===== src/rtl/wshc_pkg.sv =====
package wshc_pkg;

    localparam int DEF_SAMPLE_BITS = 10;
    localparam int DEF_COUNT_BITS  = 32;

    localparam int TICK_BITS  = 17;
    localparam int TOTAL_BITS = 32;
    localparam int TICK_LIMIT = 65535;

    localparam int ADDR_BITS = 4;
    localparam int DATA_BITS = 32;

    localparam int LEFT_LOW_RESET   = 500;
    localparam int LEFT_HIGH_RESET  = 600;
    localparam int RIGHT_LOW_RESET  = 550;
    localparam int RIGHT_HIGH_RESET = 650;

    typedef enum logic [1:0] {
        REG_LEFT_LOW   = 2'd0,
        REG_LEFT_HIGH  = 2'd1,
        REG_RIGHT_LOW  = 2'd2,
        REG_RIGHT_HIGH = 2'd3
    } reg_index_t;

    typedef enum logic [1:0] {
        LVL_LOWER = 2'd0,
        LVL_UPPER = 2'd1,
        LVL_UNDEF = 2'd2
    } level_t;

    typedef enum logic {
        ACT_SAMPLE = 1'b0,
        ACT_READ   = 1'b1
    } action_t;

endpackage


===== src/rtl/wshc_channel.sv =====
module wshc_channel #(
    parameter int SAMPLE_BITS = wshc_pkg::DEF_SAMPLE_BITS,
    parameter int COUNT_BITS  = wshc_pkg::DEF_COUNT_BITS
) (
    input  logic                                 clk,
    input  logic                                 rst_n,
    input  logic                                 fire,
    input  logic                                 is_read,
    input  logic signed [SAMPLE_BITS:0]          sample,
    input  logic        [SAMPLE_BITS-1:0]        low_bound,
    input  logic        [SAMPLE_BITS-1:0]        high_bound,
    output logic                                 level,
    output logic signed [wshc_pkg::TICK_BITS-1:0] ticks,
    output logic        [wshc_pkg::TOTAL_BITS-1:0] total
);

    localparam int MAG_BITS  = SAMPLE_BITS + 1;
    localparam int SUM_BITS  = SAMPLE_BITS + 2;
    localparam int DIFF_BITS = (COUNT_BITS > wshc_pkg::TICK_BITS) ? COUNT_BITS
                                                                   : wshc_pkg::TICK_BITS;

    wshc_pkg::level_t        trigger_reg, trigger_next;
    logic [COUNT_BITS-1:0]   count_reg, count_next;
    logic [COUNT_BITS-1:0]   count_at_read_reg, count_at_read_next;
    logic                    reverse_reg, reverse_next;

    logic                    neg;
    logic [MAG_BITS-1:0]     mag;
    logic [SUM_BITS-1:0]     bound_sum;
    logic [SUM_BITS-1:0]     mag_twice;
    logic [COUNT_BITS-1:0]   diff;
    logic [DIFF_BITS-1:0]    diff_wide;
    logic [wshc_pkg::TICK_BITS-1:0] sat;

    assign neg       = sample[SAMPLE_BITS];
    assign mag       = neg ? MAG_BITS'(-sample) : MAG_BITS'(sample);
    assign bound_sum = SUM_BITS'(low_bound) + SUM_BITS'(high_bound);
    assign mag_twice = {mag, 1'b0};

    assign diff      = count_reg - count_at_read_reg;
    assign diff_wide = DIFF_BITS'(diff);
    assign sat       = (diff_wide > DIFF_BITS'(wshc_pkg::TICK_LIMIT))
                       ? wshc_pkg::TICK_BITS'(wshc_pkg::TICK_LIMIT)
                       : wshc_pkg::TICK_BITS'(diff_wide);

    always_comb
    begin
        trigger_next       = trigger_reg;
        count_next         = count_reg;
        count_at_read_next = count_at_read_reg;
        reverse_next       = reverse_reg;
        ticks              = '0;

        if (is_read)
        begin
            count_at_read_next = count_reg;
            ticks = reverse_reg ? -sat : sat;
        end
        else
        begin
            unique case (trigger_reg)
                wshc_pkg::LVL_UNDEF:
                begin
                    // first sample settles the level against the midpoint, no count
                    trigger_next = (bound_sum > mag_twice) ? wshc_pkg::LVL_LOWER
                                                           : wshc_pkg::LVL_UPPER;
                end
                wshc_pkg::LVL_LOWER:
                begin
                    if (mag > MAG_BITS'(high_bound))
                    begin
                        trigger_next = wshc_pkg::LVL_UPPER;
                        count_next   = count_reg + 1'b1;
                    end
                end
                wshc_pkg::LVL_UPPER:
                begin
                    if (mag < MAG_BITS'(low_bound))
                    begin
                        trigger_next = wshc_pkg::LVL_LOWER;
                        count_next   = count_reg + 1'b1;
                    end
                end
                default:
                begin
                    trigger_next = wshc_pkg::LVL_UNDEF;
                end
            endcase

            // zero sample keeps the held direction
            if (neg)
                reverse_next = 1'b1;
            else if (mag != '0)
                reverse_next = 1'b0;
        end
    end

    assign level = (trigger_next == wshc_pkg::LVL_UPPER);
    assign total = wshc_pkg::TOTAL_BITS'(count_next);

    always_ff @(posedge clk or negedge rst_n)
    begin
        if (!rst_n)
        begin
            trigger_reg       <= wshc_pkg::LVL_UNDEF;
            count_reg         <= '0;
            count_at_read_reg <= '0;
            reverse_reg       <= 1'b0;
        end
        else if (fire)
        begin
            trigger_reg       <= trigger_next;
            count_reg         <= count_next;
            count_at_read_reg <= count_at_read_next;
            reverse_reg       <= reverse_next;
        end
    end

endmodule


===== src/rtl/wheel_slot_hysteresis_counter.sv =====
// Channel   Handshake                      Payload
// input     in_valid / in_ready            action, left_sample, right_sample
// result    out_valid / out_ready          left_level, right_level, left_ticks,
//                                          right_ticks, left_total, right_total
// config    psel / penable / pwrite        paddr, pwdata, prdata (pready tied high)
//
// One item per cycle unless the result register stalls; an item taken into the input
// register passes to the result register after one pass of compare and count logic.
// Both channels update their trigger, count and direction in that single pass.
// Reset clears counts and direction and leaves both triggers at undefined level.
// A stalled result register holds the input register, which then stops taking items.
module wheel_slot_hysteresis_counter #(
    parameter int SAMPLE_BITS = wshc_pkg::DEF_SAMPLE_BITS,
    parameter int COUNT_BITS  = wshc_pkg::DEF_COUNT_BITS
) (
    input  logic                                   clk,
    input  logic                                   rst_n,

    input  logic                                   in_valid,
    output logic                                   in_ready,
    input  logic                                   action,
    input  logic signed [SAMPLE_BITS:0]            left_sample,
    input  logic signed [SAMPLE_BITS:0]            right_sample,

    output logic                                   out_valid,
    input  logic                                   out_ready,
    output logic                                   left_level,
    output logic                                   right_level,
    output logic signed [wshc_pkg::TICK_BITS-1:0]  left_ticks,
    output logic signed [wshc_pkg::TICK_BITS-1:0]  right_ticks,
    output logic        [wshc_pkg::TOTAL_BITS-1:0] left_total,
    output logic        [wshc_pkg::TOTAL_BITS-1:0] right_total,

    input  logic                                   psel,
    input  logic                                   penable,
    input  logic                                   pwrite,
    input  logic        [wshc_pkg::ADDR_BITS-1:0]  paddr,
    input  logic        [wshc_pkg::DATA_BITS-1:0]  pwdata,
    output logic        [wshc_pkg::DATA_BITS-1:0]  prdata,
    output logic                                   pready
);

    logic [SAMPLE_BITS-1:0] left_low_reg, left_high_reg;
    logic [SAMPLE_BITS-1:0] right_low_reg, right_high_reg;
    wshc_pkg::reg_index_t   reg_index;
    logic                   cfg_write;

    logic                          stage_valid_reg;
    wshc_pkg::action_t             stage_action_reg;
    logic signed [SAMPLE_BITS:0]   stage_left_reg, stage_right_reg;
    logic                          stage_fire;
    logic                          stage_is_read;

    logic                                   left_level_next, right_level_next;
    logic signed [wshc_pkg::TICK_BITS-1:0]  left_ticks_next, right_ticks_next;
    logic        [wshc_pkg::TOTAL_BITS-1:0] left_total_next, right_total_next;

    logic                                   out_valid_reg;
    logic                                   left_level_reg, right_level_reg;
    logic signed [wshc_pkg::TICK_BITS-1:0]  left_ticks_reg, right_ticks_reg;
    logic        [wshc_pkg::TOTAL_BITS-1:0] left_total_reg, right_total_reg;

    // configuration port
    assign pready    = 1'b1;
    assign reg_index = wshc_pkg::reg_index_t'(paddr[3:2]);
    assign cfg_write = psel && penable && pwrite && pready;

    always_comb
    begin
        unique case (reg_index)
            wshc_pkg::REG_LEFT_LOW:   prdata = wshc_pkg::DATA_BITS'(left_low_reg);
            wshc_pkg::REG_LEFT_HIGH:  prdata = wshc_pkg::DATA_BITS'(left_high_reg);
            wshc_pkg::REG_RIGHT_LOW:  prdata = wshc_pkg::DATA_BITS'(right_low_reg);
            wshc_pkg::REG_RIGHT_HIGH: prdata = wshc_pkg::DATA_BITS'(right_high_reg);
            default:                  prdata = '0;
        endcase
    end

    always_ff @(posedge clk or negedge rst_n)
    begin
        if (!rst_n)
        begin
            left_low_reg   <= SAMPLE_BITS'(wshc_pkg::LEFT_LOW_RESET);
            left_high_reg  <= SAMPLE_BITS'(wshc_pkg::LEFT_HIGH_RESET);
            right_low_reg  <= SAMPLE_BITS'(wshc_pkg::RIGHT_LOW_RESET);
            right_high_reg <= SAMPLE_BITS'(wshc_pkg::RIGHT_HIGH_RESET);
        end
        else if (cfg_write)
        begin
            unique case (reg_index)
                wshc_pkg::REG_LEFT_LOW:   left_low_reg   <= pwdata[SAMPLE_BITS-1:0];
                wshc_pkg::REG_LEFT_HIGH:  left_high_reg  <= pwdata[SAMPLE_BITS-1:0];
                wshc_pkg::REG_RIGHT_LOW:  right_low_reg  <= pwdata[SAMPLE_BITS-1:0];
                wshc_pkg::REG_RIGHT_HIGH: right_high_reg <= pwdata[SAMPLE_BITS-1:0];
                default:                  left_low_reg   <= left_low_reg;
            endcase
        end
    end

    // input register advances whenever the result register is free or draining
    assign stage_fire    = stage_valid_reg && (!out_valid_reg || out_ready);
    assign in_ready      = !stage_valid_reg || stage_fire;
    assign stage_is_read = (stage_action_reg == wshc_pkg::ACT_READ);

    always_ff @(posedge clk or negedge rst_n)
    begin
        if (!rst_n)
            stage_valid_reg <= 1'b0;
        else if (in_ready)
            stage_valid_reg <= in_valid;
    end

    always_ff @(posedge clk)
    begin
        if (in_valid && in_ready)
        begin
            stage_action_reg <= wshc_pkg::action_t'(action);
            stage_left_reg   <= left_sample;
            stage_right_reg  <= right_sample;
        end
    end

    wshc_channel #(
        .SAMPLE_BITS (SAMPLE_BITS),
        .COUNT_BITS  (COUNT_BITS)
    ) u_left (
        .clk        (clk),
        .rst_n      (rst_n),
        .fire       (stage_fire),
        .is_read    (stage_is_read),
        .sample     (stage_left_reg),
        .low_bound  (left_low_reg),
        .high_bound (left_high_reg),
        .level      (left_level_next),
        .ticks      (left_ticks_next),
        .total      (left_total_next)
    );

    wshc_channel #(
        .SAMPLE_BITS (SAMPLE_BITS),
        .COUNT_BITS  (COUNT_BITS)
    ) u_right (
        .clk        (clk),
        .rst_n      (rst_n),
        .fire       (stage_fire),
        .is_read    (stage_is_read),
        .sample     (stage_right_reg),
        .low_bound  (right_low_reg),
        .high_bound (right_high_reg),
        .level      (right_level_next),
        .ticks      (right_ticks_next),
        .total      (right_total_next)
    );

    // result register
    always_ff @(posedge clk or negedge rst_n)
    begin
        if (!rst_n)
            out_valid_reg <= 1'b0;
        else if (stage_fire)
            out_valid_reg <= 1'b1;
        else if (out_ready)
            out_valid_reg <= 1'b0;
    end

    always_ff @(posedge clk)
    begin
        if (stage_fire)
        begin
            left_level_reg  <= left_level_next;
            right_level_reg <= right_level_next;
            left_ticks_reg  <= left_ticks_next;
            right_ticks_reg <= right_ticks_next;
            left_total_reg  <= left_total_next;
            right_total_reg <= right_total_next;
        end
    end

    assign out_valid   = out_valid_reg;
    assign left_level  = left_level_reg;
    assign right_level = right_level_reg;
    assign left_ticks  = left_ticks_reg;
    assign right_ticks = right_ticks_reg;
    assign left_total  = left_total_reg;
    assign right_total = right_total_reg;

endmodule


===== config.mk =====
export PLATFORM = sky130hd
export DESIGN_NAME = wheel_slot_hysteresis_counter
export DESIGN_NICKNAME = d
export VERILOG_FILES = /design/src/rtl/wshc_pkg.sv /design/src/rtl/wshc_channel.sv /design/src/rtl/wheel_slot_hysteresis_counter.sv
export SDC_FILE = /design/constraint.sdc
export NUM_CORES = 1
export LEC_CHECK = 0
export BUFFER_PORTS_ARGS = -buffer_cell sky130_fd_sc_hd__buf_2
export CORE_ASPECT_RATIO = 1.25
export CORE_MARGIN = 2
export CORE_UTILIZATION = 60
export DETAILED_ROUTE_END_ITERATION = 8
export PLACE_DENSITY = 0.78
export SLEW_MARGIN = 10
export SYNTH_ARGS = -nofsm -noshare
export SYNTH_HDL_FRONTEND = slang
export SYNTH_SLANG_ARGS = --single-unit

===== constraint.sdc =====
create_clock -name clk -period 9.03 [get_ports clk]
set_input_delay 0 -clock clk [delete_from_list [all_inputs] [get_ports clk]]
set_output_delay 0 -clock clk [all_outputs]
set_load 0.02 [all_outputs]

==> qor.csv <==
metric;value;unit
htreeDepth;1;
setup_slack;2.91;ns
overflow;0;
fmax;164;MHz
synth_warnings;0;
rsz0062_at_grt;no;
powerDensity;263;nW/um^2
ir_drop;0.202;mV
post_drt_wl_per_cell;17.6;microns
period_needed;6.12;ns
status;completed;
synth_area;20000;sq um
insertion_delay;0.59;ns
report.final.slew_viol_count;0;
grt_pass1_wl;77900;microns
crit_path_end_kind;register;
remaining_drc_errors;0;
ioPinCount;201;
dieHeight;208;microns
coreArea;32700;sq um
drt-vias-per-instance;5.88;
path_delay_family;simple AND/OR/NAND/NOR gates;
track_usage;27.1;%
drt_iter0_markers;903;
grt_pass1_vias;15898;
cts_root_buf;clkbuf_16;
multiInputGateArea;10800;sq um
leakage;10.1;nW
fin_nets;2439;
ys_seq_area_share;40.7;%
postRouteAntennaNets;0;
drive_above_1_share;15.6;%
initial_core_util;61.0;%
slew_headroom;24.5;%
dp_slack;3.05;ns
io_buffer_count;153;
cts-buffers-inserted;30;
ys_top_cells_by_area;dfrtp_1 (20%), edfxtp_1 (19%), ha_1 (9.3%), xnor2_1 (7.0%), mux2_2 (4.8%);
crit_type;register to register;
hold_viol;0;
cp.required;9.35;ns
synth.largest_area_cell;dfrtp_1;
tns;0;ns
floorplan.die_area;34700;sq um
num_vias;15660;
path_buf_inv;2;
max_stage_delay;0.51;ns
gp_congestion;0.894;
rows;74;
ys_types;89;
grt_start_max_net_pins;102;
worst-path-max-fanout;15;
async_reset_ff_share;58.9;%
dr.pass1.iters;5;
crit_path_start_kind;register;
path_cells;inv_1 > ha_1 > inv_1 > fa_1 > a21oi_1 > nand4b_1 > a21o_1 > o221ai_2 > a21oi_2 > xnor2_1 > o211ai_1 > a2111oi_4 > o2111ai_2 > or2_1 > nor2_1 > ha_1 > o21ai_0 > nor3_1 > nand3_1 > nor3_1 > nand3_1 > nor2_1 > or4_1 > nand3_1;
antenna_found_initial;0;
synthFlopType;dfrtp_1;
routed_wl;46900;microns
die_x;167;microns
ff_latch_area;8120;sq um
cts.path.max_buffers;3;
fin_crit_sh;67.7;%
critPathArrivalTime;6.44;ns
cpMostUsedCell;nand3_1;
synthCells;2053;
drv_cap;0;
slowest_stage;or2_1;
synth_edf_count;123;
diodes;0;
cts_sinks;299;
synth_seq_cells;299;
setup_viol;0;
fin_worst_skew;0.0257;ns
syn-mean-instance-area;9.72;sq um
min_path_type;primary input to register;
clkTransAtPathRegs;0.06;ns
cts_setup_buffers;0;
cts_tree;built;
syn2layout_area_growth;12.0;%
hpwl;34900;microns
worstMarginPinSlew;1.13;ns
nFillCells;2536;
yosys.area.top_type_share;19.6;%
==> cell families after synthesis <==
family | after synthesis | share of synthesized area (%)
flops | 299 | 40.7
buf+inv | 258 | 5.36
fa+ha+maj | 152 | 9.68
xor+xnor | 200 | 8.78
compound gates | 404 | 13.3
other cells | 2 | 0.0376
simple gates | 630 | 15.5
mux | 108 | 6.58
==> synthesized netlist by cell type (all sizes together) (19+ instances only) <==
| cell type | instances |
|---|---|
| nand2 | 211 |
| inv | 166 |
| xnor2 | 159 |
| dfrtp | 156 |
| ha | 148 |
| edfxtp | 123 |
| a21oi | 109 |
| nor2 | 105 |
| o21ai | 97 |
| mux2 | 85 |
| nand3 | 73 |
| clkbuf | 54 |
| nor3 | 44 |
| nand4 | 42 |
| xor2 | 41 |
| and3 | 40 |
| a21o | 38 |
| buf | 37 |
| o21a | 30 |
| nor2b | 22 |
| dfstp | 20 |
| nand2b | 20 |
| o21bai | 19 |
==> per-layer routing <==
| metal | wire length [microns] | vias to the layer above | GRT usage (%) |
|---|---|---|---|
| li1 | - | 7593 | - |
| met1 | 18900 | 7531 | 33.1 |
| met2 | 23400 | 411 | 46.8 |
| met3 | 2670 | 125 | 5.01 |
| met4 | 1940 | 0 | 11.7 |
| met5 | 0 | - | 0 |
==> cells in the final DEF, fill, tap and decap left out, drive strengths merged, types with 15 or more instances in the layout <==
cell / synthesis / layout
nand2: 211 / 211
inv: 166 / 169
buf: 37 / 163
xnor2: 159 / 159
dfrtp: 156 / 156
ha: 148 / 148
edfxtp: 123 / 123
a21oi: 109 / 109
nor2: 105 / 105
o21ai: 97 / 97
mux2: 85 / 85
nand3: 73 / 73
nor3: 44 / 44
dlygate4sd3: 0 / 43
nand4: 42 / 42
xor2: 41 / 41
and3: 40 / 40
a21o: 38 / 38
clkbuf: 54 / 37
o21a: 30 / 30
conb: 2 / 23
nor2b: 22 / 22
nand2b: 20 / 20
dfstp: 20 / 20
o21bai: 19 / 19
and2: 15 / 15
==> timing repair <==
action,CTS,global route
endpoints found under the hold margin,158,0
setup endpoints to repair,0,0
hold buffers,43,0
gates resized for setup,0,0
==> final timing paths <==
path | cells past startpoint | startpoint | slack (ns) | end
setup reg to reg | 24 | u_right.count_reg[0] | 2.91 | right_ticks[14]
hold / removal | 5 | psel | 0.05 | right_low_reg[1]
max in group asynchronous | 3 | rst_n | 7.35 | u_left.count_reg[11]
hold reg to reg | 2 | u_right.count_at_read_reg[30] | 0.48 | u_right.count_at_read_reg[30]
min in group asynchronous | 2 | rst_n | 0.08 | out_valid
setup / recovery | 24 | u_right.count_reg[0] | 2.91 | right_ticks[14]
==> metrics by stage <==
stage / hold slack [ns] / utilization (%) / total power [mW] / std cells / area, sq um
floorplan: -0.296 / - / 3.93 / 2074 / 20000
global placement: 0.174 / 64.1 / 4.53 / 2564 / 21000
detailed placement: 0.173 / 64.1 / 4.61 / 2564 / 21000
CTS: 0.0243 / 68.4 / 5.87 / 2663 / 22400
global route: 0.113 / 68.4 / 6.26 / 2663 / 22400
finish: 0.0529 / 68.4 / 5.87 / 2663 / 22400
==> worst reg2reg max path: stages (launching register included) <==
cell and delay, ns:
dfrtp_1 0.40, inv_1 0.18, ha_1 0.20, inv_1 0.06, fa_1 0.43, a21oi_1 0.21, nand4b_1 0.19, a21o_1 0.15
o221ai_2 0.14, a21oi_2 0.32, xnor2_1 0.16, o211ai_1 0.16, a2111oi_4 0.32, o2111ai_2 0.40, or2_1 0.51, nor2_1 0.20
ha_1 0.20, o21ai_0 0.16, nor3_1 0.30, nand3_1 0.17, nor3_1 0.39, nand3_1 0.22, nor2_1 0.17, or4_1 0.14
nand3_1 0.08
==> final cells by class <==
cell class | count | share of cell area, %
tap | 418 | 2.34
sequential | 299 | 36.3
inverter | 167 | 2.82
clock buffer | 37 | 3.52
timing repair buffer | 206 | 5.72
multi-input combinational | 1517 | 48.5
clock inverter | 19 | 0.761
==> where the power goes <==
group	internal, mW	switching [mW]	total, mW
Clock	0.680	0.545	1.23
Sequential	1.61	0.146	1.76
Combinational	1.17	1.71	2.88
Power figures use the tool's default switching activity.
